$ cat src/rtl/rrts_pkg.sv
// ----------------------------------------------------------------------------
// rrts_pkg
// Types and constants shared by the round-robin thread scheduler.
// ----------------------------------------------------------------------------
package rrts_pkg;

  localparam int THREAD_W = 6;
  localparam int MASK_W   = 32;
  localparam int TICK_W   = 32;

  localparam logic [1:0] ACT_START = 2'd0;
  localparam logic [1:0] ACT_TICK  = 2'd1;
  localparam logic [1:0] ACT_DELAY = 2'd2;
  localparam logic [1:0] ACT_SCHED = 2'd3;

  typedef struct packed {
    logic [1:0]        action;
    logic [TICK_W-1:0] ticks;
  } in_t;

  typedef struct packed {
    logic [THREAD_W-1:0] next_thread;
    logic                switch_request;
    logic [MASK_W-1:0]   ready_bits;
    logic                bad_delay;
  } out_t;

  // search unit status back to the controller
  typedef struct packed {
    logic                done;
    logic [THREAD_W-1:0] pick;
  } srch_t;

endpackage

$ cat src/rtl/rrts_tmem.sv
// ----------------------------------------------------------------------------
// rrts_tmem
// Per-thread timeout memory: one write port, one registered read port.
// Entries never written read as zero.
// ----------------------------------------------------------------------------
module rrts_tmem #(
  parameter int DEPTH = 32,
  parameter int IDX_W = 5
) (
  input  logic                      clk,
  input  logic                      rst,
  input  logic                      wr_en,
  input  logic [IDX_W-1:0]          wr_addr,
  input  logic [rrts_pkg::TICK_W-1:0] wr_data,
  input  logic [IDX_W-1:0]          rd_addr,
  output logic [rrts_pkg::TICK_W-1:0] rd_data
);
  import rrts_pkg::*;

  logic [TICK_W-1:0] mem [DEPTH];
  logic [DEPTH-1:0]  written;

  always_ff @(posedge clk) begin
    if (wr_en) begin
      mem[wr_addr] <= wr_data;
    end
    rd_data <= written[rd_addr] ? mem[rd_addr] : '0;
  end

  always_ff @(posedge clk) begin
    if (rst) begin
      written <= '0;
    end else if (wr_en) begin
      written[wr_addr] <= 1'b1;
    end
  end

endmodule

$ cat src/rtl/rrts_search.sv
// ----------------------------------------------------------------------------
// rrts_search
// Round-robin search over the live ready mask, one candidate per cycle,
// starting after the current thread and wrapping at n.
// ----------------------------------------------------------------------------
module rrts_search (
  input  logic                        clk,
  input  logic                        rst,
  input  logic                        start,
  input  logic [rrts_pkg::MASK_W-1:0]   live,
  input  logic [rrts_pkg::THREAD_W-1:0] n,
  input  logic [rrts_pkg::THREAD_W-1:0] cur,
  output rrts_pkg::srch_t             status
);
  import rrts_pkg::*;

  logic                busy;
  logic                done;
  logic [THREAD_W-1:0] pick;
  logic [MASK_W-1:0]   live_r;
  logic [THREAD_W-1:0] n_r;
  logic [THREAD_W-1:0] cand;
  logic [THREAD_W-1:0] cnt;
  logic [THREAD_W-1:0] cand_inc;
  logic [THREAD_W-1:0] step;
  logic [THREAD_W-1:0] step_m1;
  logic                hit;
  logic                last;

  always_comb begin
    cand_inc = cand + 6'd1;
    step     = (cand_inc > n_r) ? 6'd1 : cand_inc;
    step_m1  = step - 6'd1;
    hit      = live_r[step_m1[4:0]];
    last     = (live_r == '0) || ((cnt + 6'd1) >= n_r);
  end

  always_ff @(posedge clk) begin
    if (rst) begin
      busy <= 1'b0;
      done <= 1'b0;
    end else begin
      done <= 1'b0;
      if (start) begin
        busy   <= 1'b1;
        live_r <= live;
        n_r    <= n;
        cand   <= cur;
        cnt    <= '0;
      end else if (busy) begin
        if (hit || last) begin
          busy <= 1'b0;
          done <= 1'b1;
          pick <= hit ? step : '0;
        end else begin
          cand <= step;
          cnt  <= cnt + 6'd1;
        end
      end
    end
  end

  assign status.done = done;
  assign status.pick = pick;

endmodule

$ cat src/rtl/round_robin_thread_scheduler_top.sv
// ----------------------------------------------------------------------------
// round_robin_thread_scheduler_top
// Round-robin thread scheduler with a ready bitmask and per-thread timeouts.
// ----------------------------------------------------------------------------
// One word in, one word out, one at a time. Thread 0 is idle; threads 1..n are
// user threads, n = min(user_threads, MAX_THREADS). Timeouts live in a
// one-port-read synchronous memory with per-entry written bits, so no clearing
// pass runs after reset. A tick walks the memory one entry per cycle. Start,
// delay and schedule run the round-robin search one candidate per cycle; a
// delay from the idle thread skips the search and is flagged as bad. The output
// register lets a finished result wait while the next word is accepted.
module round_robin_thread_scheduler_top #(
  parameter int MAX_THREADS = 32
) (
  input  logic                        clk,
  input  logic                        rst,
  input  logic                        in_valid,
  output logic                        in_ready,
  input  rrts_pkg::in_t               in_data,
  output logic                        out_valid,
  input  logic                        out_ready,
  output rrts_pkg::out_t              out_data,
  input  logic                        cfg_we,
  input  logic [rrts_pkg::THREAD_W-1:0] cfg_wdata
);
  import rrts_pkg::*;

  localparam int IDX_W = (MAX_THREADS > 1) ? $clog2(MAX_THREADS) : 1;

  localparam logic [2:0] S_IDLE   = 3'd0;
  localparam logic [2:0] S_TICK   = 3'd1;
  localparam logic [2:0] S_LAUNCH = 3'd2;
  localparam logic [2:0] S_SCHED  = 3'd3;
  localparam logic [2:0] S_EMIT   = 3'd4;

  logic [2:0]          state;
  logic [THREAD_W-1:0] user_threads;
  logic [MASK_W-1:0]   ready_mask;
  logic [THREAD_W-1:0] current;
  logic [THREAD_W-1:0] running;
  logic                sw;
  logic                bad;
  logic [THREAD_W-1:0] rd_cnt;
  logic                wb_valid;
  logic [IDX_W-1:0]    wb_addr;

  logic [THREAD_W-1:0] n;
  logic [MASK_W-1:0]   vmask;
  logic                accept;
  logic                load_out;
  logic [THREAD_W-1:0] cur_m1;
  logic [IDX_W-1:0]    rd_addr;
  logic [TICK_W-1:0]   rd_data;
  logic                wr_en;
  logic [IDX_W-1:0]    wr_addr;
  logic [TICK_W-1:0]   wr_data;
  logic [4:0]          wb_bit;
  srch_t               srch;

  always_comb begin
    n = (user_threads > THREAD_W'(MAX_THREADS)) ? THREAD_W'(MAX_THREADS) : user_threads;
    for (int i = 0; i < MASK_W; i++) begin
      vmask[i] = (THREAD_W'(i) < n);
    end
  end

  assign in_ready = (state == S_IDLE);
  assign accept   = in_valid && in_ready;
  assign load_out = (state == S_EMIT) && (!out_valid || out_ready);
  assign cur_m1   = current - 6'd1;
  assign rd_addr  = rd_cnt[IDX_W-1:0];
  assign wb_bit   = 5'(wb_addr);

  // delay write and tick write-back never share a cycle
  always_comb begin
    wr_en   = (accept && in_data.action == ACT_DELAY && current != '0)
              || (wb_valid && rd_data != '0);
    wr_addr = wb_valid ? wb_addr : cur_m1[IDX_W-1:0];
    wr_data = wb_valid ? (rd_data - 32'd1) : in_data.ticks;
  end

  rrts_tmem #(
    .DEPTH (MAX_THREADS),
    .IDX_W (IDX_W)
  ) u_tmem (
    .clk     (clk),
    .rst     (rst),
    .wr_en   (wr_en),
    .wr_addr (wr_addr),
    .wr_data (wr_data),
    .rd_addr (rd_addr),
    .rd_data (rd_data)
  );

  rrts_search u_search (
    .clk    (clk),
    .rst    (rst),
    .start  (state == S_LAUNCH),
    .live   (ready_mask & vmask),
    .n      (n),
    .cur    (current),
    .status (srch)
  );

  always_ff @(posedge clk) begin
    if (rst) begin
      user_threads <= '0;
    end else if (cfg_we) begin
      user_threads <= cfg_wdata;
    end
  end

  always_ff @(posedge clk) begin
    if (rst) begin
      state      <= S_IDLE;
      ready_mask <= '0;
      current    <= '0;
      running    <= '0;
      sw         <= 1'b0;
      bad        <= 1'b0;
      rd_cnt     <= '0;
      wb_valid   <= 1'b0;
    end else begin
      case (state)
        S_IDLE: begin
          if (accept) begin
            sw <= 1'b0;
            bad <= 1'b0;
            case (in_data.action)
              ACT_START: begin
                ready_mask <= vmask;
                state      <= S_LAUNCH;
              end
              ACT_TICK: begin
                rd_cnt   <= '0;
                wb_valid <= 1'b0;
                state    <= S_TICK;
              end
              ACT_DELAY: begin
                if (current == '0) begin
                  bad   <= 1'b1;
                  state <= S_EMIT;
                end else begin
                  ready_mask[cur_m1[4:0]] <= 1'b0;
                  state                   <= S_LAUNCH;
                end
              end
              default: begin
                state <= S_LAUNCH;
              end
            endcase
          end
        end
        S_TICK: begin
          if (wb_valid && rd_data == 32'd1) begin
            ready_mask[wb_bit] <= 1'b1;
          end
          if (rd_cnt < n) begin
            rd_cnt   <= rd_cnt + 6'd1;
            wb_valid <= 1'b1;
            wb_addr  <= rd_addr;
          end else begin
            wb_valid <= 1'b0;
            if (!wb_valid) begin
              state <= S_EMIT;
            end
          end
        end
        S_LAUNCH: begin
          state <= S_SCHED;
        end
        S_SCHED: begin
          if (srch.done) begin
            current <= srch.pick;
            running <= srch.pick;
            sw      <= (srch.pick != running);
            state   <= S_EMIT;
          end
        end
        S_EMIT: begin
          if (load_out) begin
            state <= S_IDLE;
          end
        end
        default: begin
          state <= S_IDLE;
        end
      endcase
    end
  end

  always_ff @(posedge clk) begin
    if (rst) begin
      out_valid <= 1'b0;
    end else if (load_out) begin
      out_valid <= 1'b1;
    end else if (out_ready) begin
      out_valid <= 1'b0;
    end
  end

  always_ff @(posedge clk) begin
    if (load_out) begin
      out_data.next_thread    <= current;
      out_data.switch_request <= sw;
      out_data.ready_bits     <= ready_mask;
      out_data.bad_delay      <= bad;
    end
  end

endmodule

$ cat config.mk
export PLATFORM = sky130hd
export DESIGN_NAME = round_robin_thread_scheduler_top
export DESIGN_NICKNAME = d
export VERILOG_FILES = /design/src/rtl/rrts_pkg.sv /design/src/rtl/rrts_tmem.sv /design/src/rtl/rrts_search.sv /design/src/rtl/round_robin_thread_scheduler_top.sv
export SDC_FILE = /design/constraint.sdc
export NUM_CORES = 1
export LEC_CHECK = 0
export ABC_AREA = 1
export BUFFER_PORTS_ARGS = -buffer_cell sky130_fd_sc_hd__buf_2
export CORE_ASPECT_RATIO = 1.2
export CORE_UTILIZATION = 25
export DETAILED_ROUTE_END_ITERATION = 16
export PLACE_DENSITY_LB_ADDON = 0.05
export SYNTH_ARGS = -nofsm -noshare
export SYNTH_HDL_FRONTEND = slang
export SYNTH_SLANG_ARGS = --single-unit
$ cat constraint.sdc
create_clock -name clk -period 4.7 [get_ports clk]
set_clock_uncertainty 0.2 [all_clocks]
set_input_delay 0 -clock clk [delete_from_list [all_inputs] [get_ports clk]]
set_output_delay 0 -clock clk [all_outputs]
set_load 0.02 [all_outputs]
==> impl_metrics.ini <==
[sta]
setup_tns_ns = 0
rsz0062_at_grt = no
hold_viol = 0
period_share = 0.904
setup_violations = 0
max_freq_mhz = 235
report.final.slew_viol_count = 0
maxSlewHeadroom = 0.236
max_slew.worst_pin.slew_ns = 1.15
fin_crit_ns = 4.25

[worst_setup_path]
cp_data_required_time_ns = 4.92
r2r_setup_slack_ns = 0.45
path_common_cell = nand3_1
cp_max_fo = 20
endpoint_kind = flop
slowest_stage = a21oi_1
crit_chain = buf_4 > inv_1 > nor2_1 > xor2_1 > ha_1 > nand2_1 > nor2_2 > nand2_1 > nand3_1 > nand2_2 > nand2_1 > ha_1 > inv_1 > nand3_1 > nand3_1 > nand3_1 > nand3_1 > nand2_2 > a21oi_1
critPathKind = flop to flop
max_stage_delay_ns = 0.49
worstSetupStartpointType = flop
crit_arrival_ns = 4.47

[cts]
cts_buffers = 148
post_cts.repair.setup_buffers = 0
cts_sinks = 1248
cts_root_buffer = clkbuf_16
clockBufferDepth = 3
clk_pin_slew_ns = 0.06
cts_tree = done
htree_levels = 4
clk_latency_ns = 0.80

[route]
drtAntennaViolNets = 0
num_vias = 34600
first_iter_violations = 2249
post-route-drc-count = 0
wl_um = 191000
wire_per_inst_um = 26.2
drtPass1Iterations = 5
viasPerCell = 4.75

[finish]
final_cell_area_um2 = 60900
layout_commonest_cell = edfxtp_1
finalNetCount = 4570
drive_gt1_frac = 0.122
layout_common_cells = 1125 x edfxtp_1, 727 x nor2_1, 646 x o21ai_0
syn_to_final_growth_pct = 18.8
fin_cells = 7276
fillCellCount = 20900

[global_route]
grt_overflow = 0
grt_pass1_vias = 35300
antenna_found_initial = 8
grt_max_degree = 125
grt_pass1_wl_um = 270000
grt_usage = 0.182

[die]
core_area_um2 = 203000
start_util = 0.252
top_level_ports = 87
fp-row-count = 181
die-area_um2 = 207000
die_h_um = 498
dieWidth_um = 416

[place]
dp.cells = 6931
globalplace.congestion = 0.831
dp_hpwl_um = 115000
port_buffers = 86
post_dp_cell_area_um2 = 55600

[synth]
synth_seq_area_share = 0.706
yosysUniqueCellTypes = 52
synthesis.nets = 4407
syn-mean-instance-area_um2 = 11.8
synthFlopType = edfxtp_1
ys.warnings.count = 0
yosysTopAreaCell = edfxtp_1
synth_seq_cells = 1248
syn_area_um2 = 51300
ys_top_cells_by_area = edfxtp_1 66%, o21ai_0 6.4%, nor2_1 5.3%, dfxtp_1 4.8%, nand2_1 2.4%
synth_edf_count = 1125
syn_inst = 4335
synth_top_area_share = 0.658
async_reset_ff_frac = 0

[run_status]
outcome = finished, final reports clean

[power]
p_sw_frac = 0.328
p_leak_nw = 20.3
p_switching_mw = 10.6
p_per_area_nw_per_um2 = 532
pwr-share-comb = 0.226
pwr-share-clk = 0.348
seqPwrFrac = 0.427
p_int_mw = 21.8
peakVddDrop_uv = 364

[job]
cap_violations = 0

[hold_path]
hp-class = input port to flop
[registers in the layout, indices dropped and copies added, names as in the netlist]
signal,flops
bad,1
out_data,40
out_valid,1
rd_cnt,6
ready_mask,32
running,6
state,3
sw,1
u_search.busy,1
u_search.cand,6
u_search.cnt,6
u_search.done,1
u_search.live_r,32
u_search.n_r,6
u_search.pick,6
u_tmem.mem,1024
u_tmem.rd_data,32
u_tmem.written,32
user_threads,6
wb_addr,5
wb_valid,1
[critical path: cells and delay by family (launching register included)]
kind,cells,cell delay (ns)
XOR/XNOR,1,0.21
adder cells (fa/ha/maj),2,0.75
buffers and inverters,3,0.59
flip-flops,1,0.35
AND/OR/NAND/NOR,12,1.30
AO/OA/AOI/OAI,1,0.49
[cells by family (layout without fill, tap and decap cells)]
| logic type | after synthesis | count (layout) | share of synthesized area |
|---|---|---|---|
| fa+ha+maj | 27 | 27 | 0.00658 |
| other cells | 0 | 3 | 0 |
| simple gates | 1385 | 1385 | 0.114 |
| flops | 1248 | 1248 | 0.706 |
| xor+xnor | 27 | 27 | 0.00490 |
| buf+inv | 512 | 797 | 0.0407 |
| compound gates | 1136 | 1136 | 0.127 |
[synth_stat cells, types with 38 or more instances]
| cell type | instances |
|---|---|
| edfxtp_1 | 1125 |
| nor2_1 | 730 |
| o21ai_0 | 658 |
| nand2_1 | 330 |
| inv_1 | 211 |
| clkbuf_1 | 178 |
| o22ai_1 | 168 |
| nand3_1 | 162 |
| dfxtp_1 | 123 |
| o221ai_1 | 101 |
| a21oi_1 | 98 |
| buf_2 | 64 |
| o211ai_1 | 44 |
| nand4_1 | 38 |
[repair_timing]
item | CTS | global route
hold buffers | 70 | 0
gates resized for setup | 0 | 1
endpoints found under the hold margin | 1056 | 0
setup endpoints to repair | 0 | 12
[layer usage]
layer  part of all wire  GRT usage  vias to the layer above
met1               0.44      0.229                    17700
li1                   -          -                    16100
met4              0.022     0.0485                        2
met2               0.51      0.326                      592
met5           0.000089          0                        -
met3              0.029     0.0214                      199
[layout make-up]
type,instances,area (um^2),share of cell area
clock buffers,212,4120,0.0676
inverters,249,1000,0.0164
diodes,3,7.51,0.000123
flip-flops and latches,1248,36300,0.595
repair buffers,276,2440,0.0401
multi-input cells,2575,13300,0.218
well taps,2653,3320,0.0545
clock inverters,60,524,0.00860
[through the flow]
step / util / setup WS [ns] / total power, mW / hold WS (ns)
2_1_floorplan: - / 0.675 / 18.3 / -0.0651
3_3_place_gp: 0.273 / 0.328 / 21.6 / 0.0240
3_5_place_dp: 0.273 / 0.315 / 21.5 / 0.0261
4_1_cts: 0.300 / 0.307 / 32.9 / 0.0222
5_1_grt: 0.300 / 0.0730 / 33.9 / 0.0764
6_report: 0.300 / 0.451 / 32.4 / 0.0578
[path summary, 6_finish.rpt]
check,from,end,depth (start not counted)
min reg2reg,ready_mask[21]$_SDFFE_PP0P_,out_data[22]$_DFFE_PP_,0
max,u_search.cand[0]$_DFFE_PP_,u_search.pick[1]$_SDFFCE_PN0P_,19
min,in_data[23],u_tmem.mem[11][23]$_DFFE_PP_,3
max reg2reg,u_search.cand[0]$_DFFE_PP_,u_search.pick[1]$_SDFFCE_PN0P_,19
[power by group through the flow]
stage,logic [mW],clock network [mW],registers (mW)
detailed placement,7.43,0,14.1
global route,8.13,12.0,13.9
global placement,7.51,0,14.1
floorplan,4.34,0,14.0
finish,7.31,11.3,13.8
CTS,7.51,11.6,13.8
Note: power is estimated with default switching activity, not from simulation.
